### src/rtl/core/lzbx_ram.sv
// Generic single-write, single-read RAM with registered read data.
module lzbx_ram #(
    parameter int WIDTH = 8,
    parameter int DEPTH = 256
) (
    input  logic                     i_clk,
    input  logic                     i_we,
    input  logic [$clog2(DEPTH)-1:0] i_waddr,
    input  logic [WIDTH-1:0]         i_wdata,
    input  logic                     i_re,
    input  logic [$clog2(DEPTH)-1:0] i_raddr,
    output logic [WIDTH-1:0]         o_rdata
);

    logic [WIDTH-1:0] r_mem [DEPTH];
    logic [WIDTH-1:0] r_rdata;

    // Write and registered read
    always_ff @(posedge i_clk) begin
        if (i_we) begin
            r_mem[i_waddr] <= i_wdata;
        end
        if (i_re) begin
            r_rdata <= r_mem[i_raddr];
        end
    end

    assign o_rdata = r_rdata;

endmodule

### config.mk
export PLATFORM = sky130hd
export DESIGN_NAME = lzbx_ram
export DESIGN_NICKNAME = d
export VERILOG_FILES = /design/src/rtl/core/lzbx_ram.sv
export SDC_FILE = /design/constraint.sdc
export NUM_CORES = 2
export LEC_CHECK = 0
export BUFFER_PORTS_ARGS = -buffer_cell sky130_fd_sc_hd__buf_2
export CORE_MARGIN = 2
export CORE_UTILIZATION = 59
export CTS_BUF_LIST = sky130_fd_sc_hd__clkbuf_2 sky130_fd_sc_hd__clkbuf_4 sky130_fd_sc_hd__clkbuf_8
export CTS_CLUSTER_SIZE = 8
export DETAILED_ROUTE_END_ITERATION = 16
export GPL_TIMING_DRIVEN = 0
export PLACE_DENSITY = 0.82
export SETUP_SLACK_MARGIN = 0.1
export SLEW_MARGIN = 10
export SYNTH_ARGS = -nofsm -noshare
export SYNTH_HDL_FRONTEND = slang
export SYNTH_SLANG_ARGS = --single-unit
### constraint.sdc
create_clock -name i_clk -period 2.55 [get_ports i_clk]
set_clock_uncertainty 0.15 [all_clocks]
set_input_delay 0.255 -clock i_clk [delete_from_list [all_inputs] [get_ports i_clk]]
set_output_delay 0.255 -clock i_clk [all_outputs]
set_load 0.005 [all_outputs]
# ---- Yosys cells after proc, flatten, opt, wreduce, memory -nomap -nowiden
# Memory sizes are Yosys's and may differ from the RTL's. A register that Yosys moved wholly into a read port is not among the register bits.
# Index checks and enable logic that the tools add are counted.
dict set report op_classes {
  muxes 2
}
# op n
set op_table {}
lappend op_table {{1-bit two-way mux} 2}
dict set report totals {
  ff_bits 0
  ram_bits 2048
  input_bits 27
  out_inout_bits 8
  elab_cells 3
  mem_count 1
}
# name words word_bits rd rd_clocked_by_memory_dff wr line
set mem_list {}
lappend mem_list {r_mem 256 8 1 1 1 15} ;# logic [WIDTH-1:0] r_mem [DEPTH];

# ---- Depth between registers and ports, before layout
dict set report logic_depth {
  depth_word 2
  depth_mapped 11
  ltp_nobuf 6
}

# ---- Least setup slack after synthesis
# No wires, ideal clock.
dict set report synth_timing {
  path_type {input port to flip-flop}
  from {input port i_raddr[0]}
  to {register r_rdata[2] (netlist: o_rdata[2]), read port of r_mem (data pin)}
  setup_time_ns 0.269
  arrival_time_ns 2.062
  required_time_ns 2.131
  path_slack_ns 0.069
  path_stages 9
  path_buffers 4
  cell_sequence {buf_6 > buf_12 > buf_8 > buf_2 > mux4_2 > a22oi_1 > a21oi_1 > nor4_1 > nor4_2}
}
# element line
set synth_lines {}
lappend synth_lines {{start, declared} 11} ;# input logic [$clog2(DEPTH)-1:0] i_raddr,
lappend synth_lines {{end, declared} 16} ;# logic [WIDTH-1:0] r_rdata;

==> flow_summary_export.csv <==
group,metric,value,unit
status,outcome,"finished, violations left",
status,violations,"negative setup slack",
placement,hpwl,151,mm
layout,drive_gt1_share,32.4,%
synth,synthesis.area,79600,um^2
timing,grt_setup_unrepaired,"true",
synth,synthFlopType,"edfxtp_1",
setup_path,max_stage_delay,630,ps
timing,relSlewSlack,9.78,%
setup_path,critPathSlowestCell,"buf_2",
synth,syn_avg_cell_area,21.3,um^2
synth,synth_seq_cells,2056,
placement,dp_cells,5539,
die,ios,35,
synth,synthesis.nets,3760,
power_and_ir_drop,p_int,0.0523,W
detailed_routing,drc,0,
timing,report.final.slew_viol_count,0,
die,initial_core_util,59.5,%
synth,synth_top_area_cell,"edfxtp_1",
die,die_h,371,um
detailed_routing,wl_per_cell,38.8,um
timing,fin_crit_sh,118,%
timing,setup_viol,357,
setup_path,critPathMaxFanout,10,
die,dieArea,138000,um^2
setup_path,cp.arrival,3610,ps
timing,fin_setup_tns,-23150,ps
clock_tree,cts_tree,"yes",
synth,synth_top_area_share,77.5,%
detailed_routing,drtIter0Drc,8517,
setup_path,crit_type,"in2reg",
synth,synth.most_common_cell,"edfxtp_1",
detailed_routing,vias_per_cell,7.31,
grt,grt_overflow,0,
placement,place_congestion,1.02,
detailed_routing,first_pass_iters,14,
synth,ys_warn_count,0,
grt,grtUsageTotal,34.2,%
power_and_ir_drop,seq_power_share,55.2,%
synth,async_reset_ff_share,0,%
detailed_routing,vias,44167,
hold_path,hp-class,"in2reg",
placement,numPortBuffers,27,
clock_tree,cts-htree-levels,5,
timing,final_hold_viol_count,0,
setup_path,path_cells,"buf_2 -> buf_2 -> buf_2 -> clkbuf_2 -> nor2b_1 -> o221ai_1 -> nor2_1 -> nor4_4 -> nor4_4",
power_and_ir_drop,p_sw,0.0153,W
layout,final_core_util,67.2,%
die,rows,134,
power_and_ir_drop,power,0.0676,W
power_and_ir_drop,switching_share,22.6,%
detailed_routing,wirelength,235,mm
grt,grt_pass1_vias,42515,
clock_tree,clk_path_buf_depth,4,
clock_tree,clockRootBuffer,"clkbuf_8",
synth,synth_cell_types,54,
power_and_ir_drop,clock_power_share,38.5,%
placement,pre_cts_ws,-2510,ps
timing,worst_pin_slew,1350,ps
grt,grt_max_degree,157,
layout,final_cells,6044,
timing,min_period,3000,ps
die,fp.dieW,371,um
setup_path,cpMostUsedCell,"buf_2",
clock_tree,clkLatencyLatePin,1080,ps
die,coreArea,134000,um^2
power_and_ir_drop,p_comb_share,6.3,%
synth,synth.area.top_cells,"edfxtp_1 78%, mux4_2 13%, mux2i_1 1.7%",
power_and_ir_drop,power.leakage,27.7,nW
power_and_ir_drop,power_density,752,nW/um^2
setup_path,cp_data_required_time,3160,ps
flow_run,drv_cap,0,
clock_tree,clkTransAtPathRegs,70,ps
setup_path,crit_path_end_kind,"register",
clock_tree,cts_buffers,329,
synth,synthTopCellsByCount,"2056 x edfxtp_1, 454 x mux4_2, 282 x nor2_1",
grt,antenna_found_initial,13,
synth,syn_inst,3733,
timing,fmax,333,MHz
detailed_routing,detail-route-antenna-nets,0,
layout,syn2layout_area_growth,12.8,%
clock_tree,numClockSinks,2056,
synth,synth_edf_count,2056,
power_and_ir_drop,ir_drop,0.802,mV
synth,ys_seq_area_share,77.5,%
setup_path,startpoint_type,"primary input",
timing,fin_ws,-449,ps
grt,grt_pass1_wl,320,mm
layout,final_nets,4153,
[kinds of logic (layout without fill, tap and decap cells)]
logic type,count (synthesis),in the layout,share of synthesized area [%]
other,0,4,0
muxes,591,591,14.6
AOI/OAI and AO/OA,385,385,3.42
and+or+nand+nor,466,466,2.63
buffers and inverters,235,774,1.83
DFF,2056,2056,77.5
[final timing paths]
path / end / slack, ps / start / depth (start not counted)
max: o_rdata[1] / -450 / i_raddr[3] / 9
min: r_mem[14][1] / 70 / i_waddr[2] / 4
max reg2reg: o_rdata[5] / -310 / r_mem[27][5] / 6
min reg2reg: o_rdata[4] / 1140 / r_mem[50][4] / 5
[timing repair]
action / 4_1_cts / 5_1_grt
hold buffers: 17 / 2
setup endpoints to repair: 1069 / 936
endpoints found under the hold margin: 1341 / 48
gates resized for setup: 341 / 119
setup buffers: 2 / 4
pin swaps: 19 / 14
[through the flow]
stage / instance area (um^2) / hold slack (ps)
5_1_grt: 89800 / 31.9
4_1_cts: 89400 / 1.78
3_3_place_gp: 82000 / 502
6_report: 89900 / 72.9
2_1_floorplan: 79700 / 204
3_5_place_dp: 82400 / 499
[final cells by class]
cell class	instances	area, um^2
timing repair buffer	63	713
antenna	4	10.0
sequential	2056	61700
inverter	2	7.51
clock buffer	439	5420
fill	7855	43900
clock inverter	38	213
tap	1768	2210
buffer	232	1680
multi-input combinational	1442	17900
[power by group through the flow]
stage          Clock (W)  Sequential, W  Combinational (W)
2_1_floorplan          0         0.0380            0.00182
3_3_place_gp           0         0.0381            0.00358
3_5_place_dp           0         0.0380            0.00374
4_1_cts           0.0257         0.0373            0.00398
5_1_grt           0.0272         0.0373            0.00424
6_report          0.0260         0.0373            0.00426
[critical path, delay by kind of cell]
| family | cells | cell delay, ps |
|---|---|---|
| buffers and inverters | 4 | 1650 |
| AND/OR/NAND/NOR | 4 | 1500 |
| AO/OA/AOI/OAI | 1 | 180 |
[flip-flops by register name (all words and copies together), names as in the netlist]
name and flops:
o_rdata 8, r_mem 2048
[cell usage in the layout, fill, tap and decap left out, drive strengths merged, types with 33 or more instances in the layout]
cell,Yosys,layout
mux2i,134,134
clkbuf,111,544
nor2,282,282
a22oi,133,133
mux4,456,456
nand3,34,34
clkinv,1,34
o221ai,47,47
nand2,33,33
edfxtp,2056,2056
a21oi,96,96
buf,122,162
[metal layers]
| metal | share of wire, % | routed length [um] | vias to the layer above | global-route usage (%) |
|---|---|---|---|---|
| li1 | - | - | 16449 | - |
| met1 | 32 | 74300 | 22084 | 43.7 |
| met2 | 43 | 101000 | 4643 | 48.1 |
| met3 | 17 | 40000 | 973 | 14.8 |
| met4 | 7.9 | 18600 | 18 | 21.9 |
| met5 | 0.15 | 356 | - | 0.280 |
Power figures use the tool's default switching activity.
