File: config.mk
export PLATFORM = sky130hd
export DESIGN_NAME = lzbx_fifo
export DESIGN_NICKNAME = d
export VERILOG_FILES = /design/src/rtl/core/lzbx_pkg.sv /design/src/rtl/core/lzbx_fifo.sv
export SDC_FILE = /design/constraint.sdc
export NUM_CORES = 1
export LEC_CHECK = 0
export BUFFER_PORTS_ARGS = -buffer_cell sky130_fd_sc_hd__buf_2
export CAP_MARGIN = 20
export CORE_ASPECT_RATIO = 0.75
export CORE_MARGIN = 2
export CORE_UTILIZATION = 51
export DETAILED_ROUTE_END_ITERATION = 7
export PLACE_DENSITY = 0.75
export SLEW_MARGIN = 20
export SYNTH_ARGS = -nofsm -noshare
export SYNTH_HDL_FRONTEND = slang
export SYNTH_SLANG_ARGS = --single-unit
File: constraint.sdc
create_clock -name i_clk -period 2.4 [get_ports i_clk]
set_input_delay 0.48 -clock i_clk [delete_from_list [all_inputs] [get_ports i_clk]]
set_output_delay 0.48 -clock i_clk [all_outputs]
set_load 0.005 [all_outputs]
File: src/rtl/core/lzbx_pkg.sv
// Shared constants and types for the LZ77 back-reference expander.
package lzbx_pkg;

    localparam int PLANE_W       = 25;
    localparam int DIST_W        = 16;
    localparam int LEN_W         = 7;
    localparam int BYTE_W        = 8;
    localparam int MAX_WIDTH     = 16384;
    localparam int HISTORY_DEPTH = 65536;
    localparam int HIST_AW       = $clog2(HISTORY_DEPTH);
    localparam int MAX_COPY      = 64;
    localparam int SHORTEST_COPY = 2;
    localparam int REACH_LIMIT   = 3 * MAX_WIDTH;
    localparam int FIFO_DEPTH    = 4;
    localparam int FIFO_AW       = $clog2(FIFO_DEPTH);
    localparam int FIFO_CW       = $clog2(FIFO_DEPTH + 1);

    // Command kinds handed from the front to the back
    typedef enum logic [1:0] {
        K_LIT,
        K_COPY,
        K_ERR
    } t_kind;

    // One classified token
    typedef struct packed {
        t_kind               kind;
        logic                done;     // last byte of this command completes the plane
        logic [BYTE_W-1:0]   lit;
        logic [DIST_W-1:0]   distance;
        logic [LEN_W-1:0]    len;
        logic [HIST_AW-1:0]  dst;      // ring address of the first byte written
    } t_cmd;

    // One result item
    typedef struct packed {
        logic [BYTE_W-1:0] byte_value;
        logic              last;
        logic              plane_done;
        logic              error;
    } t_out;

endpackage

File: src/rtl/core/lzbx_fifo.sv
// Short command queue between the front end and the copy engine.
module lzbx_fifo (
    input  logic           i_clk,
    input  logic           i_rst_n,
    input  logic           i_push,
    input  lzbx_pkg::t_cmd i_cmd,
    output logic           o_full,
    input  logic           i_pop,
    output logic           o_empty,
    output lzbx_pkg::t_cmd o_head
);
    import lzbx_pkg::*;

    t_cmd               r_slot [FIFO_DEPTH];
    logic [FIFO_AW-1:0] r_wptr;
    logic [FIFO_AW-1:0] r_rptr;
    logic [FIFO_CW-1:0] r_count;
    logic               do_push;
    logic               do_pop;

    assign o_full  = (r_count == FIFO_CW'(FIFO_DEPTH));
    assign o_empty = (r_count == '0);
    assign o_head  = r_slot[r_rptr];
    assign do_push = i_push && !o_full;
    assign do_pop  = i_pop && !o_empty;

    // Store pushed commands
    always_ff @(posedge i_clk) begin
        if (do_push) begin
            r_slot[r_wptr] <= i_cmd;
        end
    end

    // Advance pointers and occupancy
    always_ff @(posedge i_clk) begin
        if (!i_rst_n) begin
            r_wptr  <= '0;
            r_rptr  <= '0;
            r_count <= '0;
        end else begin
            if (do_push) begin
                r_wptr <= r_wptr + FIFO_AW'(1);
            end
            if (do_pop) begin
                r_rptr <= r_rptr + FIFO_AW'(1);
            end
            if (do_push && !do_pop) begin
                r_count <= r_count + FIFO_CW'(1);
            end else if (do_pop && !do_push) begin
                r_count <= r_count - FIFO_CW'(1);
            end
        end
    end

    a_count_bound: assert property (@(posedge i_clk) disable iff (!i_rst_n)
        r_count <= FIFO_CW'(FIFO_DEPTH))
        else $error("command queue occupancy beyond depth");

    a_no_overflow: assert property (@(posedge i_clk) disable iff (!i_rst_n)
        !(i_push && o_full))
        else $error("push into full command queue");

endmodule

=== Word-level counts from Yosys, hierarchy flattened ===
Memories as Yosys holds them, arrays and structs flattened. A register that Yosys moved wholly into a read port is not among the register bits.
Cells that the tools add are included.
Widths: inputs -> output; s select.

* Output and inout port bits: 52
* Memories: 1
* RAM bits: 200
* Input port bits: 54
* Register bits after elaboration: 7
* Logic and storage cells: 25

{| class="wikitable"
|+ Memories
! memory !! depth !! bits a word !! read ports !! clocked after Yosys merged registers in !! write ports !! line !! RTL
|-
| r_slot || 4 || 50 || 1 || 1 || 1 || lzbx_fifo.sv:14 || <nowiki>t_cmd r_slot [FIFO_DEPTH];</nowiki>
|}

* Muxes and demuxes: 6
* Reduce and logical (&&, ||, !) cells: 10
* Equality and inequality tests: 1
* Add/sub/neg operators: 4

{| class="wikitable"
|+ Operator list
! operator !! count
|-
| $mux 3 || 2
|-
| $add 2x1->2 const B || 2
|-
| $logic_and 1x1->1 || 4
|-
| $logic_not 1->1 || 4
|-
| $mux 2 || 2
|-
| $add 3x1->3 const B || 1
|-
| $eq 3x3->1 const B || 1
|-
| $logic_not 3->1 || 1
|-
| $sub 3x1->3 const B || 1
|-
| $mux 1 || 2
|-
| $reduce_bool 2->1 || 1
|}

=== Depth between registers and ports, before layout ===
* Depth in word-level cells: 7
* Gate-level depth with buffers: 9
* Depth with buffers taken out: 8

=== Worst setup path before layout ===
Ideal clock, no wire load.

* Path kind: flip-flop to flip-flop
* Start point: register r_count[0]
* End point: memory r_slot[2][0] in the netlist's numbering (enable)
* Clock period less this slack: 2423 ps
* Required time: 1987 ps
* Cell stages (with the launch flop): 5
* Arrival time: 2011 ps
* Slack: -23 ps
* Library setup time: 413 ps
* Cells stage by stage: dfxtp_1 > nor3b_2 > nor2b_1 > buf_6 > and2_1

* Cells in the longest elaborated chain, start to end: 5

{| class="wikitable"
|+ RTL lines
! item !! line !! RTL
|-
| start, declared || lzbx_fifo.sv:17 || <nowiki>logic [FIFO_CW-1:0] r_count;</nowiki>
|-
| start signal, assigned || lzbx_fifo.sv:48 || <nowiki>r_count <= r_count + FIFO_CW'(1);</nowiki>
|-
| start signal, assigned || lzbx_fifo.sv:50 || <nowiki>r_count <= r_count - FIFO_CW'(1);</nowiki>
|-
| $eq 3x3->1 || lzbx_fifo.sv:21 || <nowiki>assign o_full = (r_count == FIFO_CW'(FIFO_DEPTH));</nowiki>
|-
| named net o_full || lzbx_fifo.sv:7 || <nowiki>output logic o_full,</nowiki>
|-
| $logic_not 1->1 || lzbx_fifo.sv:24 || <nowiki>assign do_push = i_push && !o_full;</nowiki>
|-
| $logic_and 1x1->1 || lzbx_fifo.sv:24 ||
|-
| named net do_push || lzbx_fifo.sv:18 || <nowiki>logic do_push;</nowiki>
|-
| $mux 1 || lzbx_fifo.sv:29 || <nowiki>if (do_push) begin</nowiki>
|-
| $mux 1 (not written as such) || lzbx_fifo.sv:30 || <nowiki>r_slot[r_wptr] <= i_cmd;</nowiki>
|-
| end, declared || lzbx_fifo.sv:14 ||
|}

The timed path passes the listed nets, and every way through them passes these cells.

==> impl_table.tex <==
\begin{tabular}{lr}
\hline
Metric & Value \\
\hline
\multicolumn{2}{l}{\textbf{Pwr}} \\
Peak supply drop & 0.0007958 V \\
Pleak & 3.087 nW \\
Total power per unit cell area & 1036 nW/µm² \\
Post-layout power & 9.457 mW \\
\multicolumn{2}{l}{\textbf{Timing}} \\
Share of the clock period used by the worst path after layout & 94.95\% \\
Post-layout worst setup margin & 0.1213 ns \\
Highest achievable clock rate & 438.9 MHz \\
Number of setup violations in the final report & 0 \\
Final Slew Violations & 0 \\
Min Hold Slack & 0.2124 ns \\
Least-Margin Pin Slew & 0.4488 ns \\
RSZ-0062 raised after global routing & no \\
Sum of negative setup slack & 0 ns \\
Final setup skew & 0.005452 ns \\
Final count of hold timing violations & 0 \\
Worst slew margin & 70.08\% \\
Post-route minimum period & 2.279 ns \\
\multicolumn{2}{l}{\textbf{Clock network}} \\
Clock Root Buffer & clkbuf\_16 \\
CTS buffer count & 20 \\
Number of gates resized after cts & 0 \\
H-tree lvl count & 1 \\
Clock slew at the register clock pins of the worst setup and hold paths & 0.06 ns \\
Post-CTS Hold Buffers & 0 \\
CTS max path bufs & 3 \\
Insertion delay of the later-clocked pin in the worst-skew pair & 0.48 ns \\
Total setup buffers inserted after CTS & 0 \\
Clock tree from TritonCTS & built \\
Sinks on the clock net & 209 \\
\multicolumn{2}{l}{\textbf{Worst setup path}} \\
CP required & 1.92 ns \\
WS Path Type & reg2out \\
Worst-path maximum fanout & 25 \\
CP arrival & 1.80 ns \\
Endpoint kind of the worst setup timing path & output pin \\
Critical path startpoint category & flip-flop \\
\multicolumn{2}{l}{\textbf{Routing}} \\
Detail Route Antenna Nets & 0 \\
Via count & 3547 \\
Average wire per cell in the routed design & 19.73 µm \\
Drc violations & 0 \\
Average vias per placed instance & 5.424 \\
Count of routing violations after the opening detailed-route iteration & 228 \\
Number of optimization iterations in the first detailed-route pass & 4 \\
Routed WL & 12900 µm \\
\multicolumn{2}{l}{\textbf{Global routing}} \\
Number of global-route vias before repair & 3741 \\
Aggregate global-route resource usage & 16.42\% \\
Antenna violations before repair & 0 \\
Remaining global-route overflow & 0 \\
Pin count of the biggest net entering global routing & 30 \\
Wire length of the first global-routing pass & 20380 µm \\
\multicolumn{2}{l}{\textbf{Logic synthesis}} \\
Number of flops mapped to enable cells by yosys & 200 \\
Dominant combinational cell family by area after synthesis & multiplexers \\
Biggest area contributors in the synthesized netlist & edfxtp\_1 77\%, mux4\_2 15\%, dfxtp\_1 2.3\% \\
Sequential cell area fraction in the yosys report & 79.70\% \\
Synthesized net count & 370 \\
Compound-gate portion of the synthesized area & 0.4353\% \\
XOR/XNOR Fraction of Synth Area & 0.4514\% \\
Leading area contributor after synthesis & edfxtp\_1 \\
Mapped Cells & 310 \\
Top cells by instance count after synthesis & 200 x edfxtp\_1, 50 x mux4\_2, 9 x dfxtp\_1, 8 x and2\_1 \\
Number of warnings reported in the yosys synthesis log & 0 \\
Post-Synthesis Cell Area & 7761 µm² \\
Mapped Avg Cell Area & 25.04 µm² \\
Number of synthesized register bits & 209 \\
Post-synth cell types & 24 \\
FFs w/ async S/R, synth & 0\% \\
Most frequent cell after synthesis & edfxtp\_1 \\
Post-Synth Adder-Cell Area & 1.064\% \\
Simple-Gate Fraction of Synth Area & 1.306\% \\
Synth top area share & 77.38\% \\
Portion of netlist area occupied by mux cells & 14.90\% \\
Dominant synthesized flop cell & edfxtp\_1 \\
\multicolumn{2}{l}{\textbf{Job}} \\
Maxcap violations & 0 \\
\multicolumn{2}{l}{\textbf{Floorplan}} \\
Die height & 110.8 µm \\
Die boundary width & 146.4 µm \\
Row count & 39 \\
Effective utilization at floorplan & 51.47\% \\
Die outline area & 16230 µm² \\
Core area & 15080 µm² \\
Total I/O pin count & 106 \\
\multicolumn{2}{l}{\textbf{Min path}} \\
Type of the most critical hold path & in2reg \\
\multicolumn{2}{l}{\textbf{Placed design}} \\
Placement Setup Slack & 0.1904 ns \\
Cell count after placement & 619 \\
Half-perimeter wire length after placement & 8000 µm \\
Cell area reported after detailed placement & 8546 µm² \\
GP Congestion & 0.7411 \\
\# port buffers & 105 \\
\multicolumn{2}{l}{\textbf{Finish}} \\
Share of cells above drive strength 1 & 44.54\% \\
Number of nets in the final layout & 496 \\
\# fillers & 1059 \\
Utilization after layout & 60.56\% \\
Final standard cell count with taps included and fillers excluded & 654 \\
Final Instance Area & 9131 µm² \\
Sequential cell area & 6191 µm² \\
ANT cells & 0 \\
Area delta synth->final & 17.65\% \\
Combined area of the multi-input logic cells & 1414 µm² \\
\multicolumn{2}{l}{\textbf{Status}} \\
Run status & completed \\
\hline
\end{tabular}
[cell usage in the layout (no fill, tap or decap), drive strengths merged, types with 2 or more instances in the layout]
cell and n:
buf 118, clkinv 9, mux4 50, mux2i 3
nand2 4, ha 5, edfxtp 200, inv 3
xnor2 3, nor2b 2, and2 8, dfxtp 9
clkbuf 26
[cells by family (layout without fill, tap and decap cells)]
kind of cell / Yosys count / count (layout)
flip-flops: 209 / 209
multiplexers: 53 / 53
AND/OR/NAND/NOR: 17 / 17
buffers and inverters: 17 / 156
adder cells (fa/ha/maj): 6 / 6
AO/OA/AOI/OAI: 4 / 4
XOR/XNOR: 4 / 4
[flip-flops by register name, summed over array words and instances (netlist names), named ones only]
name / count
r_slot: 200
r_count: 3
r_wptr: 2
r_rptr: 2
[cell type report]
cell class	count	share of cell area (%)
clock buffers	26	5.961
clock inverters	9	0.4522
inverters	3	0.1233
multi-input cells	84	15.48
flip-flops and latches	209	67.80
well taps	205	2.809
repair buffers	118	7.372
[per-layer routing]
| metal | GRT usage [%] | up-vias | part of all wire (%) |
|---|---|---|---|
| li1 | - | 1557 | - |
| met4 | 3.819 | 0 | 2.1 |
| met1 | 22.05 | 1845 | 41 |
| met3 | 4.280 | 26 | 7.6 |
| met5 | 0 | - | 0 |
| met2 | 27.48 | 119 | 50 |
[worst paths after layout]
kind	start	endpoint	slack (ns)	cells past startpoint
max	flip-flop	o_head[11]	0.12	3
min	i_cmd[0]	r_slot[0][0]	0.21	1
max reg2reg	r_count[1]	r_count[2]	0.21	7
min reg2reg	r_wptr[1]	r_wptr[1]	0.51	2
[worst max-delay path, cell delays in order (launching register included)]
cell	delay [ns]
dfxtp_4	0.37
buf_12	0.24
mux4_2	0.55
buf_2	0.15
[power by group]
part / switching, mW / total [mW] / internal (mW)
registers: 0.131 / 4.57 / 4.44
logic: 0.982 / 2.11 / 1.13
clock network: 1.18 / 2.78 / 1.59
Power figures use the tool's default switching activity.
