===== src/rtl/core/lzbx_pkg.sv =====
// Shared constants and types for the LZ77 back-reference expander.
package lzbx_pkg;

    localparam int PLANE_W       = 25;
    localparam int DIST_W        = 16;
    localparam int LEN_W         = 7;
    localparam int BYTE_W        = 8;
    localparam int MAX_WIDTH     = 16384;
    localparam int HISTORY_DEPTH = 65536;
    localparam int HIST_AW       = $clog2(HISTORY_DEPTH);
    localparam int MAX_COPY      = 64;
    localparam int SHORTEST_COPY = 2;
    localparam int REACH_LIMIT   = 3 * MAX_WIDTH;
    localparam int FIFO_DEPTH    = 4;
    localparam int FIFO_AW       = $clog2(FIFO_DEPTH);
    localparam int FIFO_CW       = $clog2(FIFO_DEPTH + 1);

    // Command kinds handed from the front to the back
    typedef enum logic [1:0] {
        K_LIT,
        K_COPY,
        K_ERR
    } t_kind;

    // One classified token
    typedef struct packed {
        t_kind               kind;
        logic                done;     // last byte of this command completes the plane
        logic [BYTE_W-1:0]   lit;
        logic [DIST_W-1:0]   distance;
        logic [LEN_W-1:0]    len;
        logic [HIST_AW-1:0]  dst;      // ring address of the first byte written
    } t_cmd;

    // One result item
    typedef struct packed {
        logic [BYTE_W-1:0] byte_value;
        logic              last;
        logic              plane_done;
        logic              error;
    } t_out;

endpackage


===== src/rtl/core/lzbx_front.sv =====
// Token front end: plane size register, position tracking and token classification.
module lzbx_front (
    input  logic                         i_clk,
    input  logic                         i_rst_n,
    input  logic                         i_cfg_wen,
    input  logic [lzbx_pkg::PLANE_W-1:0] i_cfg_wdata,
    input  logic                         i_valid,
    output logic                         o_ready,
    input  logic                         i_start,
    input  logic [lzbx_pkg::DIST_W-1:0]  i_dist,
    input  logic [lzbx_pkg::BYTE_W-1:0]  i_lit,
    input  logic [lzbx_pkg::LEN_W-1:0]   i_len,
    input  logic                         i_full,
    output logic                         o_push,
    output lzbx_pkg::t_cmd               o_cmd
);
    import lzbx_pkg::*;

    logic [PLANE_W-1:0] r_plane_size;
    logic [PLANE_W-1:0] r_pos;
    logic               r_failed;
    logic [PLANE_W-1:0] n_pos;
    logic               n_failed;
    logic [PLANE_W-1:0] pos_eff;
    logic               failed_eff;
    logic [PLANE_W:0]   copy_end;
    logic [PLANE_W-1:0] lit_end;
    logic               complete;
    logic               bad_copy;
    logic               accept;

    assign o_ready = !i_full;
    assign accept  = i_valid && !i_full;
    assign o_push  = accept;

    // Classify the token against the current position
    always_comb begin
        pos_eff    = i_start ? '0 : r_pos;
        failed_eff = i_start ? 1'b0 : r_failed;
        copy_end   = {1'b0, pos_eff} + (PLANE_W + 1)'(i_len);
        lit_end    = pos_eff + PLANE_W'(1);
        complete   = failed_eff || (pos_eff >= r_plane_size);
        bad_copy   = (32'(i_len) < SHORTEST_COPY) || (32'(i_len) > MAX_COPY) ||
                     (32'(i_dist) > REACH_LIMIT) || (32'(i_dist) > HISTORY_DEPTH) ||
                     (PLANE_W'(i_dist) > pos_eff) ||
                     (copy_end > {1'b0, r_plane_size});

        n_pos          = pos_eff;
        n_failed       = failed_eff;
        o_cmd.kind     = K_ERR;
        o_cmd.done     = 1'b0;
        o_cmd.lit      = i_lit;
        o_cmd.distance = i_dist;
        o_cmd.len      = i_len;
        o_cmd.dst      = pos_eff[HIST_AW-1:0];

        if (complete) begin
            o_cmd.kind = K_ERR;
        end else if (i_dist == '0) begin
            o_cmd.kind = K_LIT;
            o_cmd.done = (lit_end == r_plane_size);
            n_pos      = lit_end;
        end else if (bad_copy) begin
            o_cmd.kind = K_ERR;
            n_failed   = 1'b1;
        end else begin
            o_cmd.kind = K_COPY;
            o_cmd.done = (copy_end == {1'b0, r_plane_size});
            n_pos      = copy_end[PLANE_W-1:0];
        end
    end

    // Hold configuration and plane state
    always_ff @(posedge i_clk) begin
        if (!i_rst_n) begin
            r_plane_size <= PLANE_W'(1);
            r_pos        <= '0;
            r_failed     <= 1'b0;
        end else begin
            if (i_cfg_wen) begin
                r_plane_size <= i_cfg_wdata;
            end
            if (accept) begin
                r_pos    <= n_pos;
                r_failed <= n_failed;
            end
        end
    end

endmodule


===== config.mk =====
export PLATFORM = sky130hd
export DESIGN_NAME = lzbx_front
export DESIGN_NICKNAME = d
export VERILOG_FILES = /design/src/rtl/core/lzbx_pkg.sv /design/src/rtl/core/lzbx_front.sv
export SDC_FILE = /design/constraint.sdc
export NUM_CORES = 1
export LEC_CHECK = 0
export ABC_AREA = 1
export ABC_CLOCK_PERIOD_IN_PS = 7100
export BUFFER_PORTS_ARGS = -buffer_cell sky130_fd_sc_hd__buf_2
export CAP_MARGIN = 20
export CORE_ASPECT_RATIO = 1.5
export CORE_MARGIN = 2
export CORE_UTILIZATION = 35
export DETAILED_ROUTE_END_ITERATION = 10
export PLACE_DENSITY_LB_ADDON = 0.08
export SLEW_MARGIN = 0
export SYNTH_ARGS = -nofsm -noshare
export SYNTH_HDL_FRONTEND = slang
export SYNTH_SLANG_ARGS = --single-unit

===== constraint.sdc =====
create_clock -name i_clk -period 7.1 [get_ports i_clk]
set_input_delay 1.065 -clock i_clk [delete_from_list [all_inputs] [get_ports i_clk]]
set_output_delay 1.065 -clock i_clk [all_outputs]
set_load 0.005 [all_outputs]

; ---- Yosys cells after proc, flatten, opt, wreduce, memory -nomap -nowiden
; Index checks and enable logic that the tools add are counted.
[classes]
add_sub_neg = 2
n_lt_le_gt_ge = 6
n_eq_ne = 2
mux = 13
reduce_logical = 8
[ops]
columns = operator, count
row1 = $mux W25, 4
row2 = $add A25 B7 Y26, 1
row3 = $eq A26 B25 Y1, 1
row4 = $gt A26 B25 Y1, 1
row5 = $add A25 B1 Y25 const B, 1
row6 = $eq A25 B25 Y1, 1
row7 = $ge A25 B25 Y1, 1
row8 = $gt A16 B25 Y1, 1
row9 = $gt A16 B16 Y1 const B, 1
row10 = $logic_not A16 Y1, 1
row11 = $gt A7 B7 Y1 const B, 1
row12 = $lt A7 B2 Y1 const B, 1
row13 = $mux W1, 6
row14 = $logic_or A1 B1 Y1, 5
row15 = $mux W2, 2
row16 = $mux W3, 1
row17 = $logic_and A1 B1 Y1, 1
row18 = $logic_not A1 Y1, 1
[totals]
ff_bits = 51
inputBits = 62
out_inout_bits = 52
elab_cells = 34

; ---- Depth between registers and ports, before layout
[depth]
ltp_word = 8
mapped_depth = 36
ltp_nobuf = 35

; ---- Worst setup path after synthesis
; Ideal clock, no wire load.
[synth_timing]
kind = input to output
startpoint = input i_start
endpoint = output o_cmd[47] in the netlist's numbering
arrival_time_ns = 4.538
required_time_ns = 6.035
setup_slack_ns = 1.497
stages = 24
path_buffers = 1
path_cell_list = buf_4 -> nor2_1 -> ha_1 -> inv_1 -> fa_1 -> inv_1 -> nand2_1 -> o21ai_1 -> nand2_1 -> nand3_1 -> nand2_1 -> nand2_1 -> nand2_1 -> ha_1 -> nand2_1 -> nor2_1 -> nand3_1 -> nor4_1 -> nand3_1 -> nand2_4 -> nand2_4 -> nor3_1 -> nand4_1 -> nand2_1
[synth_lines]
columns = item, line_no
row1 = start: declaration, lzbx_front.sv:9  ; input logic i_start,
row2 = end: declaration, lzbx_front.sv:15  ; output lzbx_pkg::t_cmd o_cmd

==> metrics.md <==
| Metric | Value |
|---|---|
| Status | finished, final reports clean |
| Register area share after synthesis | 0.158 |
| Setup Skew | 0.0113 ns |
| RSZ-0062 raised after global routing | no |
| WL/cell | 19.0 um |
| Register area | 1020 um^2 |
| Ys flop type | dfxtp_1 |
| Min-Delay Path Depth | 2 |
| Post-Place Worst Slack | 0.656 ns |
| Post-CTS Setup Bufs | 0 |
| First-pass detailed-route iteration total | 5 |
| Worst R2R Path Depth | 26 |
| Yosys reg bits | 51 |
| XOR/XNOR Fraction of Synth Area | 0.0442 |
| Leakage | 3.57 nW |
| CP Data Required Time | 6.03 ns |
| Setup TNS Final | 0 ns |
| Vias per inst | 5.26 |
| Worst Max-Slew Pin Slew | 0.852 ns |
| Slew Limit Fails | 0 |
| Critical path class | input port to primary output |
| H-tree depth | 2 |
| Gr usage total | 0.263 |
| MaxCap Viol Count | 0 |
| Mux cell area share after synthesis | 0 |
| Vias in the first global route | 6724 |
| Total number of vias | 7106 |
| Final ANT Viol Nets | 0 |
| Drc violations | 0 |
| Slew margin rel. | 0.431 |
| Synthesized area | 6460 um^2 |
| Post-synth ARST share | 0 |
| Hold Crit Endpoint | r_failed |
| Grt ovf | 0 |
| I/O pins | 114 |
| Final WL | 25.6 mm |
| Clk slew on worst S/H paths | 0.07 ns |
| Worst-Skew Late Latency | 0.32 ns |
| Area of the multi-input gates | 4540 um^2 |
| RR Endpoint | r_pos[17] |
| Fmax | 153 MHz |
| Max Fanout on Critical Path | 20 |
| Hold Crit Class | flop to flop |
| DP HPWL | 21.1 mm |
| Worst vdd ir | 0.0849 mV |
| Post-Synth Simple-Gate Area | 0.397 |
| Period utilization | 0.921 |
| Hold_sp | r_failed |
| Leading cell types in the layout, fill and taps excluded | 260 x nand2_1, 132 x inv_1, 127 x nor2_1 |
| Final min period | 6.54 ns |
| Buffers on Ports | 97 |
| Synth warn | 0 |
| First-pass GRT wire length | 38.4 mm |
| Row count | 60 |
| Layout cell share with drive strength beyond 1 | 0.144 |
| Inserted Clock Buffers | 5 |
| Synth cell types | 40 |
| Final setup viols | 0 |
| Synth Instances | 1075 |
| Dpl cells | 1341 |
| Fin cells | 1350 |
| Initial core utilization | 0.359 |
| # fillers | 2068 |
| Die Wd | 115 um |
| # diodes | 0 |
| CTS Hold Buffers Added | 0 |
| Initial DRC Count | 351 |
| Largest net degree at the start of global routing | 50 |
| Layout area overhead | 9.55% |
| Post-synthesis compound-gate area fraction | 0.129 |
| Reg-to-reg startpoint | r_pos[0] |
| Largest family of logic cells by synthesized area | simple AND/OR/NAND/NOR gates |
| NumNets Final | 1262 |
| Setup ws final | 0.558 ns |
| Mapped Nets | 1205 |
| Adder-Cell Fraction of Synth Area | 0.133 |
| Clock root cell | clkbuf_16 |
| Final Hold Viols | 0 |
| Post-synth EDFFs | 0 |
| CTS Buffer Depth | 2 |
| CTS tree | done |
| Post_cts resized | 0 |
| Pwr/cell area | 132 nW/um^2 |
| Gpl congestion | 0.981 |
| Mean Syn Cell Area | 6.01 um^2 |
| Die area | 19600 um^2 |
| Antenna violations before repair | 0 |
| Crit end category | primary output |
| Commonest non-fill, non-tap cell in the layout | nand2_1 |
| Startpoint Class | input port |
| Clk sink count | 51 |
| Core Area | 18000 um^2 |
| CP arrival | 5.48 ns |
| Die H | 170 um |
| Reg2reg setup slack | 2.36 ns |
-- critical path: stages --
cell	delay [ns]
buf_2	0.25
inv_2	0.50
nand2_2	0.24
nand2_1	0.20
nand2_1	0.13
nor3_1	0.22
nand2_1	0.08
nand3_1	0.27
nand2_1	0.14
nand2_1	0.08
nand2_1	0.09
ha_1	0.28
nand2_1	0.04
nor2_1	0.14
nand3_1	0.12
nor4_1	0.45
nand3_1	0.21
nand2_4	0.26
nand2_4	0.10
nor3_1	0.28
nand4_1	0.12
nand2_1	0.09
buf_2	0.11
-- final cells by class --
type | count | area share
sequential | 51 | 0.144
clock inverter | 3 | 0.00265
multi-input combinational | 827 | 0.642
tap | 217 | 0.0384
clock buffer | 5 | 0.0177
inverter | 138 | 0.0732
timing repair buffer | 109 | 0.0824
-- sequential cells by signal (all words and copies together), names as in the netlist --
| name | flops |
|---|---|
| r_plane_size | 25 |
| r_pos | 25 |
| r_failed | 1 |
-- synth_stat cells (2+ instances only) --
cell type | number | area, um^2
o21bai_1 | 3 | 22.5
o21ai_0 | 55 | 275
dfxtp_1 | 51 | 1020
buf_4 | 32 | 240
inv_1 | 132 | 495
a21oi_1 | 84 | 420
nand2_1 | 260 | 976
buf_8 | 2 | 30.0
nand4_1 | 44 | 275
xnor2_1 | 3 | 26.3
nand2_2 | 12 | 75.1
nand2_4 | 7 | 78.8
buf_2 | 2 | 10.0
xor2_1 | 27 | 236
nor3_1 | 14 | 70.1
and2_1 | 2 | 12.5
nand3_2 | 3 | 30.0
nor4_1 | 5 | 31.3
ha_1 | 67 | 838
nor2_4 | 3 | 33.8
nand3_1 | 79 | 395
nor2_2 | 8 | 50.1
nor2_1 | 127 | 477
buf_6 | 2 | 22.5
o21ai_1 | 3 | 15.0
or2_2 | 4 | 25.0
inv_2 | 6 | 22.5
o211ai_1 | 4 | 30.0
o21a_1 | 3 | 22.5
clkbuf_1 | 21 | 78.8
-- report_power, final --
part	switching, mW	total, mW	internal, mW
Combinational	0.235	0.353	0.118
Clock	0.130	0.261	0.132
Sequential	0.0157	0.321	0.305
Total	0.380	0.935	0.555
-- routing by layer --
metal  up-vias  part of all wire  GRT usage
li1       3601                 -          -
met1      3217              0.38      0.280
met2       207              0.52      0.484
met3        81             0.033     0.0288
met4         0             0.067      0.163
met5         -                 0          0
-- worst max path at each step --
stage | slack (ns) | depth (start not counted) | endpoint | start
2_1_floorplan | 1.50 | 24 | o_cmd[47] | i_start
3_3_place_gp | 0.79 | 23 | o_cmd[47] | i_start
3_5_place_dp | 0.66 | 23 | o_cmd[47] | i_start
4_1_cts | 0.62 | 23 | o_cmd[47] | i_start
5_1_grt | 0.16 | 23 | o_cmd[47] | i_start
6_report | 0.56 | 23 | o_cmd[47] | i_start
-- cells by family (layout without fill, tap and decap cells) --
| logic type | after synthesis | after routing |
|---|---|---|
| xor gates and xnor gates | 31 | 31 |
| and+or+nand+nor | 571 | 571 |
| AOI/OAI and AO/OA | 157 | 157 |
| buffers and inverters | 197 | 255 |
| DFF | 51 | 51 |
| adders and majority gates | 68 | 68 |
-- stage by stage --
stage	power (mW)	utilization	cell area [um^2]	hold slack [ns]
2_1_floorplan	0.572	-	6460	0.454
3_3_place_gp	0.675	0.384	6920	0.480
3_5_place_dp	0.675	0.384	6920	0.473
4_1_cts	0.940	0.392	7060	0.483
5_1_grt	0.999	0.393	7080	0.511
6_report	0.935	0.393	7080	0.478
Power figures use the tool's default switching activity.
