===== src/rtl/core/lzbx_pkg.sv =====
// Shared constants and types for the LZ77 back-reference expander.
package lzbx_pkg;

    localparam int PLANE_W       = 25;
    localparam int DIST_W        = 16;
    localparam int LEN_W         = 7;
    localparam int BYTE_W        = 8;
    localparam int MAX_WIDTH     = 16384;
    localparam int HISTORY_DEPTH = 65536;
    localparam int HIST_AW       = $clog2(HISTORY_DEPTH);
    localparam int MAX_COPY      = 64;
    localparam int SHORTEST_COPY = 2;
    localparam int REACH_LIMIT   = 3 * MAX_WIDTH;
    localparam int FIFO_DEPTH    = 4;
    localparam int FIFO_AW       = $clog2(FIFO_DEPTH);
    localparam int FIFO_CW       = $clog2(FIFO_DEPTH + 1);

    // Command kinds handed from the front to the back
    typedef enum logic [1:0] {
        K_LIT,
        K_COPY,
        K_ERR
    } t_kind;

    // One classified token
    typedef struct packed {
        t_kind               kind;
        logic                done;     // last byte of this command completes the plane
        logic [BYTE_W-1:0]   lit;
        logic [DIST_W-1:0]   distance;
        logic [LEN_W-1:0]    len;
        logic [HIST_AW-1:0]  dst;      // ring address of the first byte written
    } t_cmd;

    // One result item
    typedef struct packed {
        logic [BYTE_W-1:0] byte_value;
        logic              last;
        logic              plane_done;
        logic              error;
    } t_out;

endpackage


===== src/rtl/core/lzbx_back.sv =====
// Copy engine: executes commands against the history RAM and drives the result register.
module lzbx_back (
    input  logic                         i_clk,
    input  logic                         i_rst_n,
    input  logic                         i_empty,
    input  lzbx_pkg::t_cmd               i_head,
    output logic                         o_pop,
    output logic                         o_we,
    output logic [lzbx_pkg::HIST_AW-1:0] o_waddr,
    output logic [lzbx_pkg::BYTE_W-1:0]  o_wdata,
    output logic                         o_re,
    output logic [lzbx_pkg::HIST_AW-1:0] o_raddr,
    input  logic [lzbx_pkg::BYTE_W-1:0]  i_rdata,
    output logic                         o_valid,
    input  logic                         i_ready,
    output lzbx_pkg::t_out               o_out
);
    import lzbx_pkg::*;

    typedef enum logic [1:0] {
        ST_IDLE,
        ST_RD,
        ST_WR
    } t_state;

    t_state             r_state;
    t_state             n_state;
    logic [HIST_AW-1:0] r_src;
    logic [HIST_AW-1:0] n_src;
    logic [HIST_AW-1:0] r_dst;
    logic [HIST_AW-1:0] n_dst;
    logic [LEN_W-1:0]   r_cnt;
    logic [LEN_W-1:0]   n_cnt;
    logic               r_done;
    logic               n_done;
    logic               r_out_valid;
    t_out               r_out;
    t_out               n_out;
    logic               emit;
    logic               out_free;
    logic               copy_last;

    assign out_free  = !r_out_valid || i_ready;
    assign copy_last = (r_cnt == LEN_W'(1));
    assign o_raddr   = r_src;
    assign o_valid   = r_out_valid;
    assign o_out     = r_out;

    // Sequence commands: literal and error from idle, copy as read then write per byte
    always_comb begin
        n_state = r_state;
        n_src   = r_src;
        n_dst   = r_dst;
        n_cnt   = r_cnt;
        n_done  = r_done;
        n_out   = r_out;
        emit    = 1'b0;
        o_pop   = 1'b0;
        o_we    = 1'b0;
        o_waddr = r_dst;
        o_wdata = i_rdata;
        o_re    = 1'b0;

        unique case (r_state)
            ST_IDLE: begin
                if (!i_empty) begin
                    case (i_head.kind)
                        K_LIT: begin
                            if (out_free) begin
                                o_pop   = 1'b1;
                                o_we    = 1'b1;
                                o_waddr = i_head.dst;
                                o_wdata = i_head.lit;
                                emit    = 1'b1;
                                n_out   = '{byte_value: i_head.lit, last: 1'b1,
                                            plane_done: i_head.done, error: 1'b0};
                            end
                        end
                        K_COPY: begin
                            o_pop   = 1'b1;
                            n_src   = i_head.dst - i_head.distance[HIST_AW-1:0];
                            n_dst   = i_head.dst;
                            n_cnt   = i_head.len;
                            n_done  = i_head.done;
                            n_state = ST_RD;
                        end
                        K_ERR: begin
                            if (out_free) begin
                                o_pop = 1'b1;
                                emit  = 1'b1;
                                n_out = '{byte_value: '0, last: 1'b1,
                                          plane_done: 1'b0, error: 1'b1};
                            end
                        end
                        default: begin
                            o_pop = 1'b1;
                        end
                    endcase
                end
            end
            ST_RD: begin
                o_re    = 1'b1;
                n_state = ST_WR;
            end
            ST_WR: begin
                if (out_free) begin
                    o_we    = 1'b1;
                    emit    = 1'b1;
                    n_out   = '{byte_value: i_rdata, last: copy_last,
                                plane_done: r_done && copy_last, error: 1'b0};
                    n_src   = r_src + HIST_AW'(1);
                    n_dst   = r_dst + HIST_AW'(1);
                    n_cnt   = r_cnt - LEN_W'(1);
                    n_state = copy_last ? ST_IDLE : ST_RD;
                end
            end
            default: begin
                n_state = ST_IDLE;
            end
        endcase
    end

    // Hold state, copy pointers and the result register
    always_ff @(posedge i_clk) begin
        if (!i_rst_n) begin
            r_state     <= ST_IDLE;
            r_out_valid <= 1'b0;
        end else begin
            r_state <= n_state;
            if (emit) begin
                r_out_valid <= 1'b1;
            end else if (i_ready) begin
                r_out_valid <= 1'b0;
            end
        end
        r_src  <= n_src;
        r_dst  <= n_dst;
        r_cnt  <= n_cnt;
        r_done <= n_done;
        r_out  <= n_out;
    end

    a_err_form: assert property (@(posedge i_clk) disable iff (!i_rst_n)
        (r_out_valid && r_out.error) |->
            (r_out.byte_value == '0) && r_out.last && !r_out.plane_done)
        else $error("malformed error result");

    a_wr_count: assert property (@(posedge i_clk) disable iff (!i_rst_n)
        (r_state == ST_WR) |-> (r_cnt != '0))
        else $error("copy write with no bytes left");

    a_rd_to_wr: assert property (@(posedge i_clk) disable iff (!i_rst_n)
        (r_state == ST_RD) |=> (r_state == ST_WR))
        else $error("history read not followed by write step");

endmodule


===== config.mk =====
export PLATFORM = sky130hd
export DESIGN_NAME = lzbx_back
export DESIGN_NICKNAME = d
export VERILOG_FILES = /design/src/rtl/core/lzbx_pkg.sv /design/src/rtl/core/lzbx_back.sv
export SDC_FILE = /design/constraint.sdc
export NUM_CORES = 1
export LEC_CHECK = 0
export BUFFER_PORTS_ARGS = -buffer_cell sky130_fd_sc_hd__buf_2
export CORE_MARGIN = 3
export CORE_UTILIZATION = 50
export DETAILED_ROUTE_END_ITERATION = 16
export GPL_TIMING_DRIVEN = 0
export HOLD_SLACK_MARGIN = 0.02
export PLACE_DENSITY = 0.76
export SLEW_MARGIN = 40
export SYNTH_ARGS = -nofsm -noshare
export SYNTH_HDL_FRONTEND = slang
export SYNTH_SLANG_ARGS = --single-unit

===== constraint.sdc =====
create_clock -name i_clk -period 8.67 [get_ports i_clk]
set_input_delay 0.867 -clock i_clk [delete_from_list [all_inputs] [get_ports i_clk]]
set_output_delay 0.867 -clock i_clk [all_outputs]
set_load 0.05 [all_outputs]

# Word level (Yosys, flattened, before mapping)
# Cells that the tools add are included.
[totals] out_inout_bits=55 input_bits=62 register_bits=54 word_cells=82
[classes] n_bitwise=1 reduce_logical=12 mux=44 add_sub_neg=4 n_eq_ne=11
[op_table] operator="16-bit 2-to-1 mux" count=10
[op_table] operator="16-bit case mux with 2 select lines" count=2
[op_table] operator="11-bit 2-to-1 mux" count=4
[op_table] operator="11-bit case mux with 2 select lines" count=2
[op_table] operator="16-bit by 1-bit adder with 16-bit output (second input constant)" count=2
[op_table] operator="8-bit 2-to-1 mux" count=4
[op_table] operator="7-bit 2-to-1 mux" count=3
[op_table] operator="16-bit subtractor" count=1
[op_table] operator="7-bit case mux with 2 select lines" count=1
[op_table] operator="1-bit 2-to-1 mux" count=12
[op_table] operator="7-bit by 1-bit == test with 1-bit output (second input constant)" count=1
[op_table] operator="7-bit by 1-bit subtractor with 7-bit output (second input constant)" count=1
[op_table] operator="2-bit 2-to-1 mux" count=3
[op_table] operator="3-bit != test (second input constant)" count=2
[op_table] operator="2-bit case mux with 3 select lines" count=1
[op_table] operator="3-bit AND reduction" count=2
[op_table] operator="6-bit AND reduction" count=1
[op_table] operator="2-bit by 1-bit == test with 1-bit output (second input constant)" count=2
[op_table] operator="2-bit == test (second input constant)" count=2
[op_table] operator="2-bit logical NOT" count=2
[op_table] operator="2-bit != test (second input constant)" count=2
[op_table] operator="1-bit case mux with 2 select lines" count=2
[op_table] operator="4-bit AND reduction" count=1
[op_table] operator="2-bit nonzero test" count=2
[op_table] operator="other kinds (7)" count=7

# Logic depth before layout (Yosys ltp)
# Gate-level depths: netlist of run 1.
[depth] depth_word=7 ltp_mapped=9 ltp_nobuf=9

# Worst setup path after synthesis of run 1
# No wires, ideal clock.
[synth_path] kind="input-to-output" startpoint="in i_ready" endpoint="out o_waddr[0] (netlist bit)" arrival_time_ps=2515 path_stages=4 path_buffers=1 path_slack_ps=5288 path_cell_list="nand2b_1 > nand3_2 > buf_2 > o21ai_0"
[synth_via] elab_chain_len=5
[synth_rtl] element="start: declaration" line="lzbx_back.sv:15" rtl="input logic i_ready,"
[synth_rtl] element="1-bit logical OR" line="lzbx_back.sv:43" rtl="assign out_free = !r_out_valid || i_ready;"
[synth_rtl] element="16-bit 2-to-1 mux" line="lzbx_back.sv:69" rtl="if (out_free) begin"
[synth_rtl] element="16-bit 2-to-1 mux" line="lzbx_back.sv:67" rtl="case (i_head.kind)"
[synth_rtl] element="16-bit 2-to-1 mux" line="lzbx_back.sv:66" rtl="if (!i_empty) begin"
[synth_rtl] element="16-bit 2-to-1 mux" line="lzbx_back.sv:64" rtl="unique case (r_state)"
[synth_rtl] element="end: declaration" line="lzbx_back.sv:9" rtl="output logic [lzbx_pkg::HIST_AW-1:0] o_waddr,"
# No other way between the ends.

# Worst setup path in the final report of run 1
[layout_path] startpoint="in i_ready" endpoint="out o_waddr[2] (netlist bit)"
# The elaborated chain is that of the path after synthesis.

==> impl_metrics.yaml, run 1 <==
run_status:
  status: "completed"
worst_setup_path:
  crit_type: "in2out"
  critical_path_arrival_ps: 2340
  path_cells: "buf_2 > nand2b_1 > nand3_2 > buf_2 > mux2_2 > buf_2"
  critPathLaunch: "i_ready"
  timing.rr.start: "r_dst[0]"
  critPathRequiredTime_ps: 7800
  end_kind: "primary output"
  crit_fanout: 10
  start_kind: "input pin"
  crit_top_cell: "buf_2"
  critPathMaxStageDelay_ps: 380
  crit_slowest_cell: "mux2_2"
timing:
  max_freq_ghz: 0.3119
  postLayoutSetupSlackWorst_ps: 5463
  tightestPinTransition_ps: 603.2
  slew_headroom: 0.5961
  tns_ps: 0
  min_period_ps: 3207
  fin_worst_skew_ps: 7.174
  rsz0062_at_grt: "no"
  hold_violations: 0
  final_max_slew_viol_count: 0
  finalCritPeriodShare: 0.3698
  setup_viol: 0
  whs_ps: 640.7
pwr:
  pwr-share-comb: 0.307
  ir_drop_v: 0.00007832
  p_leak_uw: 0.002075
  switching_power_uw: 237.6
  p_sw_frac: 0.3369
  p_int_uw: 467.6
  clockPowerShare: 0.243
  finalPower_uw: 705.2
  sequentialPowerShare: 0.450
  p_per_area_nw_per_um2: 144.7
floorplanning:
  die_x_um: 95.25
  die_area_um2: 9072
  fp.coreArea_um2: 7486
  row_count: 31
  die_h_um: 95.25
  start_util: 0.5320
  io_pins: 117
cts:
  postCtsHoldBufs: 0
  insertion_delay_ps: 320
  clockBufferDepth: 2
  cts_buffers: 5
  cts_sinks: 54
  htreeDepth: 2
  cts-root-buf: "clkbuf_8"
  cts.clk_slew.worst_paths_ps: 100
  cts_resized: 0
  cts_setup_buffers: 0
  cts_tree: "done"
logic_synthesis:
  synth_most_common_cell: "nand2_1"
  yosys-top-cells-area: "edfxtp_1 38%, nand2_1 6.8%, ha_1 6.0%, xnor2_1 5.9%, mux2_2 4.5%"
  yosysWarningCount: 0
  syn_nets: 511
  yosys.area.top_type_share: 0.3845
  syn_area_per_cell_um2: 9.283
  ys_seq_elements: 54
  netlist_area_um2: 3983
  synthFlopType: "edfxtp_1"
  syn_inst: 429
  netlist_top_cells_count: "72 x nand2_1, 51 x edfxtp_1, 33 x o21ai_0, 29 x a21oi_1, 27 x xnor2_1"
  yosys.area.top_type: "edfxtp_1"
  synth_cell_types: 52
  async_flop_share: 0
  synth-edff-count: 51
  yosysSeqAreaShare: 0.3996
global_routing:
  grt_max_degree: 18
  grt_pass1_wl_um: 15900
  grt_pass1_vias: 3371
  grt.overflow.total: 0
  grt.total_usage: 0.2242
  grt_antenna_before_repair: 0
run:
  cap_violations: 0
drt:
  vias: 3561
  wire_per_inst_um: 15.24
  first_pass_iters: 5
  drtAntennaViolNets: 0
  drt_iter0_markers: 223
  vias_per_cell: 5.445
  drc: 0
  routed_wirelength_um: 9965
cells_and_area:
  fin_area_um2: 4872
  area.growth.synth_to_final_pct: 22.34
  drive_gt1_frac: 0.3027
  fillers: 623
  fin_nets: 636
  diodes: 0
placed_design:
  dpl_worst_slack_ps: 5458
  io_buffer_count: 116
  detailed_place_hpwl_um: 7879
  placed_cell_area_um2: 4755
  place_congestion: 0.8868
min_path:
  min_from: "r_done"
  hold_path.class: "reg2reg"
path summary, 6_finish.rpt:
path	endpoint	slack (ps)	depth (start not counted)
worst max-delay path	o_waddr[2]	5460	6
worst min-delay path	o_out[1]	640	2
worst max register to register	r_dst[12]	6830	7
worst min register to register	o_out[1]	640	2
area by class of cell:
cell class              instances  area [um2]  area share
plain buffers                  14       61.31     0.01258
multi-input cells             337        2258      0.4635
inverters                      24       90.09     0.01849
clock inverters                 2       38.79    0.007961
flip-flops and latches         54        1592      0.3267
repair buffers                118       635.6      0.1305
well taps                      99       123.9     0.02542
clock buffers                   6       72.57     0.01489
registers in the layout, summed over array words and instances (netlist names):
name and flops:
o_raddr 16, o_valid 1, r_done 1, r_state 2, r_dst 16, o_out 11, r_cnt 7
logic make-up after synthesis:
logic type,count (synthesis),share of synthesized area
compound gates,91,0.1401
xor+xnor,46,0.1012
fa+ha+maj,20,0.06472
buf+inv,38,0.03801
flops,54,0.3996
mux,24,0.06723
simple gates,156,0.1891
critical path, delay by kind of cell:
family | cells | cell delay (ps)
buf+inv | 3 | 650
mux | 1 | 380
simple gates | 2 | 430
power groups by stage:
stage / sequential, uW / clock, uW / combinational, uW
finish: 318 / 171 / 216
CTS: 318 / 173 / 215
detailed placement: 323 / 0 / 214
global route: 320 / 185 / 233
floorplan: 350 / 0 / 128
global placement: 324 / 0 / 206
layer usage:
metal	track usage	routed length (um)	up-vias
li1	-	-	1769
met1	0.2940	4315	1655
met2	0.3831	4958	125
met3	0.03157	536	12
met4	0.06851	154	0
met5	0	0	-
metrics by stage:
| step | util | instances |
|---|---|---|
| CTS | 0.6500 | 654 |
| detailed placement | 0.6351 | 646 |
| finish | 0.6508 | 654 |
| global route | 0.6508 | 654 |
| floorplan | - | 429 |
| global placement | 0.6261 | 644 |
cells in the final DEF, fill, tap and decap left out, types with 3 or more instances in the layout:
cell type	netlist	routed
o21ai_1	7	7
a21oi_1	29	29
buf_1	3	3
and3_1	6	6
nor2_1	26	25
o21ai_0	33	33
nand2_1	72	72
nand3_1	14	14
clkbuf_1	4	5
xor2_1	19	19
mux2_1	6	6
clkbuf_8	0	5
ha_1	19	19
nor3_1	4	3
nand2b_1	9	9
nand4_1	3	3
mux2_2	16	16
edfxtp_1	51	51
xnor2_1	27	27
dfxtp_1	3	3
inv_1	24	24
nor2b_1	4	4
buf_2	7	123
Note: power is estimated with default switching activity, not from simulation.
==> run 2: changes to the inputs <==
--- a/config.mk
+++ b/config.mk
@@ -7,7 +7,7 @@
 export LEC_CHECK = 0
 export BUFFER_PORTS_ARGS = -buffer_cell sky130_fd_sc_hd__buf_2
 export CORE_MARGIN = 3
-export CORE_UTILIZATION = 50
+export CORE_UTILIZATION = 48
 export DETAILED_ROUTE_END_ITERATION = 16
 export GPL_TIMING_DRIVEN = 0
 export HOLD_SLACK_MARGIN = 0.02
==> constraint.sdc (replaced) <==
create_clock -name i_clk -period 2.9 [get_ports i_clk]
set_input_delay 0.29 -clock i_clk [delete_from_list [all_inputs] [get_ports i_clk]]
set_output_delay 0.29 -clock i_clk [all_outputs]
set_load 0.05 [all_outputs]
==> impl_metrics.yaml, run 2 (synthesis gave the netlist of run 1 again) <==
pwr:
  ir_drop_v: 0.0001949
  p_per_area_nw_per_um2: 417.3
  p_leak_uw: 0.002057
min_path:
  hold_path.class: "in2reg"
  holdPathStages: 1
floorplanning:
  die_x_um: 97.09
  start_util: 0.5049
  row_count: 32
  fp.coreArea_um2: 7888
  die_area_um2: 9426
  io_pins: 117
  die_h_um: 97.09
timing:
  tns_ps: 0
  slew_headroom: 0.5980
  fin_worst_skew_ps: 10.42
  final_max_slew_viol_count: 0
  hold_violations: 0
  whs_ps: 156.2
  finalCritPeriodShare: 0.8479
  tightestPinTransition_ps: 600.4
  setup_viol: 0
  min_period_ps: 2459
  rsz0062_at_grt: "no"
  max_freq_ghz: 0.4067
cts:
  cts_tree: "done"
  cts_setup_buffers: 0
  cts_sinks: 54
  cts-root-buf: "clkbuf_8"
  cts.clk_slew.worst_paths_ps: 100
  cts_resized: 0
  cts_buffers: 5
  insertion_delay_ps: 320
  htreeDepth: 2
  postCtsHoldBufs: 0
  clockBufferDepth: 2
worst_setup_path:
  path_cells: "nor3_2 > nand3_2 > buf_2 > mux2_2 > buf_2"
  crit_fanout: 10
  critPathRequiredTime_ps: 2610
  start_kind: "flop"
  reg2regPathDepth: 7
  crit_type: "reg2out"
  critPathMaxStageDelay_ps: 560
  critical_path_arrival_ps: 2170
  crit_slowest_cell: "dfxtp_1"
  crit_top_cell: "buf_2"
  end_kind: "primary output"
cells_and_area:
  multi_input_area_um2: 2258
  final_common_cell: "buf_2"
  diodes: 0
  area.growth.synth_to_final_pct: 21.83
  drive_gt1_frac: 0.3027
  final_cell_mix: "123 x buf_2, 72 x nand2_1, 51 x edfxtp_1, 33 x o21ai_0, 29 x a21oi_1"
  fillers: 716
  fin_nets: 636
  seq_area_um2: 1592
run:
  cap_violations: 0
placed_design:
  place_congestion: 0.9252
  io_buffer_count: 116
  detailed_place_hpwl_um: 8132
drt:
  drt_iter0_markers: 205
  drc: 0
  vias_per_cell: 5.461
  drtAntennaViolNets: 0
  routed_wirelength_um: 10310
  first_pass_iters: 5
  vias: 3588
  wire_per_inst_um: 15.69
global_routing:
  grt_pass1_wl_um: 16570
  grt_pass1_vias: 3503
  grt.total_usage: 0.2132
  grt_max_degree: 18
  grt.overflow.total: 0
  grt_antenna_before_repair: 0
run_status:
  status: "completed"
## run 2: changes by cell type in the layout (fill, tap and decap cells not counted)
cell,delta
bufinv_16,-1
clkinv_4,-1
clkinvlp_4,+2
## run 2: path summary, 6_finish.rpt
check / startpoint / slack (ps) / endpoint
worst max-delay path: r_state[0] / 440 / o_waddr[7]
worst min register to register: r_done / 670 / o_out[1]
worst max register to register: r_dst[0] / 1060 / r_dst[12]
worst min-delay path: i_head[47] / 160 / r_done
## run 2: per-stage QoR
stage | instances | cell area [um2] | power, uW | worst slack (ps) | utilization
floorplan | 429 | 3985 | 1426 | 432.5 | -
global placement | 647 | 4693 | 1583 | 184.2 | 0.5950
finish | 657 | 4852 | 2025 | 441.0 | 0.6152
detailed placement | 649 | 4758 | 1609 | 424.4 | 0.6033
global route | 657 | 4852 | 2118 | 309.0 | 0.6152
CTS | 657 | 4846 | 2028 | 454.1 | 0.6144
## run 2: cell type report
type,count,share of cell area
plain buffers,14,0.01264
well taps,102,0.02630
multi-input cells,337,0.4654
inverters,24,0.01857
flip-flops and latches,54,0.3280
repair buffers,118,0.1310
clock buffers,6,0.01496
clock inverters,2,0.003094
## run 2: report_power, final
group	total [uW]	internal, uW	switching, uW
sequential	950	916	34.8
clock	427	171	256
combinational	648	223	424
## run 2: critical path: cells and delay by family (launching register included)
family / cells / cell delay [ps]
DFF: 1 / 560
and+or+nand+nor: 2 / 340
muxes: 1 / 390
buffers and inverters: 2 / 560
## run 2: metal layers
metal,share of wire,up-vias,track usage
li1,-,1764,-
met1,0.42,1682,0.2709
met2,0.50,124,0.3710
met3,0.051,18,0.03087
met4,0.022,0,0.07235
met5,0,-,0
==> run 3: changes to the inputs <==
--- a/config.mk
+++ b/config.mk
@@ -7,7 +7,7 @@
 export LEC_CHECK = 0
 export BUFFER_PORTS_ARGS = -buffer_cell sky130_fd_sc_hd__buf_2
 export CORE_MARGIN = 3
-export CORE_UTILIZATION = 48
+export CORE_UTILIZATION = 50
 export DETAILED_ROUTE_END_ITERATION = 16
 export GPL_TIMING_DRIVEN = 0
 export HOLD_SLACK_MARGIN = 0.02
==> constraint.sdc (replaced) <==
create_clock -name i_clk -period 2.5 [get_ports i_clk]
set_input_delay 0.25 -clock i_clk [delete_from_list [all_inputs] [get_ports i_clk]]
set_output_delay 0.25 -clock i_clk [all_outputs]
set_load 0.05 [all_outputs]
==> impl_metrics.yaml, run 3 (synthesis gave the netlist of run 1 again) <==
worst_setup_path:
  timing.rr.start: "r_state[0]"
  crit_fanout: 10
  crit_top_cell: "buf_2"
  start_kind: "flop"
  end_kind: "primary output"
  path_cells: "nor3_2 > nand3_4 > buf_2 > mux2_1 > buf_2"
  critical_path_arrival_ps: 2120
  crit_slowest_cell: "dfxtp_1"
  critPathMaxStageDelay_ps: 430
  crit_buf_inv: 2
  critPathRequiredTime_ps: 2250
  critPathLaunch: "r_state[0]"
  crit_type: "reg2out"
  cp_top_family: "simple AND/OR/NAND/NOR gates"
drt:
  drc: 0
  vias_per_cell: 5.424
  drt_iter0_markers: 217
  drtAntennaViolNets: 0
  wire_per_inst_um: 15.51
  vias: 3542
  routed_wirelength_um: 10130
  first_pass_iters: 5
min_path:
  min_from: "i_head[47]"
  hold_path.class: "in2reg"
timing:
  whs_ps: 154.5
  hold_violations: 0
  max_freq_ghz: 0.4225
  postLayoutSetupSlackWorst_ps: 133.3
  min_period_ps: 2367
  rsz0062_at_grt: "no"
  slew_headroom: 0.6124
  final_max_slew_viol_count: 0
  setup_viol: 0
  finalCritPeriodShare: 0.9467
  tightestPinTransition_ps: 581.4
  fin_worst_skew_ps: 14.11
floorplanning:
  fp.coreArea_um2: 7486
  die_h_um: 95.25
  row_count: 31
  start_util: 0.5320
  die_x_um: 95.25
  die_area_um2: 9072
  io_pins: 117
placed_design:
  dpl_worst_slack_ps: 66.14
  place_congestion: 0.8413
  detailed_place_hpwl_um: 7964
  io_buffer_count: 116
cells_and_area:
  final_cell_mix: "123 x buf_2, 72 x nand2_1, 51 x edfxtp_1, 33 x o21ai_0, 29 x a21oi_1"
  drive_gt1_frac: 0.3032
  diodes: 0
  final_common_cell: "buf_2"
  fin_nets: 635
  area.growth.synth_to_final_pct: 22.43
run_status:
  status: "completed"
global_routing:
  grt_pass1_wl_um: 16330
  busiest_layer: "met2"
  grt_max_degree: 18
  grt.total_usage: 0.2293
  grt.overflow.total: 0
  grt_pass1_vias: 3486
  grtUsageMet2: 0.3790
  grt_antenna_before_repair: 0
  globalRouteMet1Util: 0.3032
  grt.met3_usage: 0.03552
cts:
  cts_sinks: 54
  clockBufferDepth: 2
  htreeDepth: 2
  postCtsHoldBufs: 0
  insertion_delay_ps: 310
  cts_tree: "done"
  cts-root-buf: "clkbuf_8"
  cts.clk_slew.worst_paths_ps: 100
  cts_buffers: 5
pwr:
  p_sw_frac: 0.3385
  p_leak_uw: 0.002075
  clockPowerShare: 0.243
  p_per_area_nw_per_um2: 502.4
  switching_power_uw: 829.3
  ir_drop_v: 0.0003135
  p_int_uw: 1621
  finalPower_uw: 2450
  sequentialPowerShare: 0.450
  pwr-share-comb: 0.307
run:
  cap_violations: 0
-- run 3: cell count changes in the layout (fill, tap and decap cells not counted) --
cell        previous run  this run
clkinv_1               0         1
inv_6                  0         1
nand3_2                1         0
bufinv_16              0         1
clkinvlp_4             2         0
clkbuf_1               5         4
nand3_4                0         1
buf_1                  3         2
-- run 3: worst reg2reg max path, stage by stage, from the launching register on --
cell and delay [ps]:
dfxtp_1 560, nand2b_1 190, buf_2 330, buf_1 430, nand2_1 130, o21ai_0 120
-- run 3: power by group through the flow --
stage	Combinational, uW	Sequential [uW]	Clock, uW
after floorplan	443	1210	0
after global placement	715	1120	0
after detailed placement	743	1120	0
after CTS	749	1100	604
after global routing	817	1110	643
final	752	1100	595
-- run 3: final timing paths --
kind,endpoint,slack (ps),cells past startpoint
max reg2reg,r_dst[10],580,5
min,r_done,150,1
max,o_wdata[6],130,5
min reg2reg,o_raddr[0],650,1
-- run 3: cell type report --
cell class / instances / area, um2
inverter: 24 / 90.09
sequential: 54 / 1592
multi-input combinational: 337 / 2266
clock inverter: 3 / 42.54
buffer: 13 / 57.56
tap: 99 / 123.9
fill: 646 / 2610
clock buffer: 5 / 68.82
timing repair buffer: 118 / 635.6
-- run 3: what timing repair did --
action | CTS | global route
endpoints found under the setup margin | 0 | 6
setup buffers | 0 | 0
endpoints found under the hold margin | 0 | 0
gates resized for setup | 0 | 1
-- run 3: stage by stage --
step	util	std cells	cell area (um2)	TNS, ps
after CTS	0.6500	654	4866	0
after floorplan	-	429	3985	0
after global routing	0.6513	653	4876	0
final	0.6513	653	4876	0
after detailed placement	0.6351	646	4755	0
after global placement	0.6264	644	4690	-7267
-- run 3: per-layer routing --
layer	routed length [um]	share of wire
met5	0	0
met4	176	0.017
met3	585	0.058
met2	4877	0.48
met1	4490	0.44
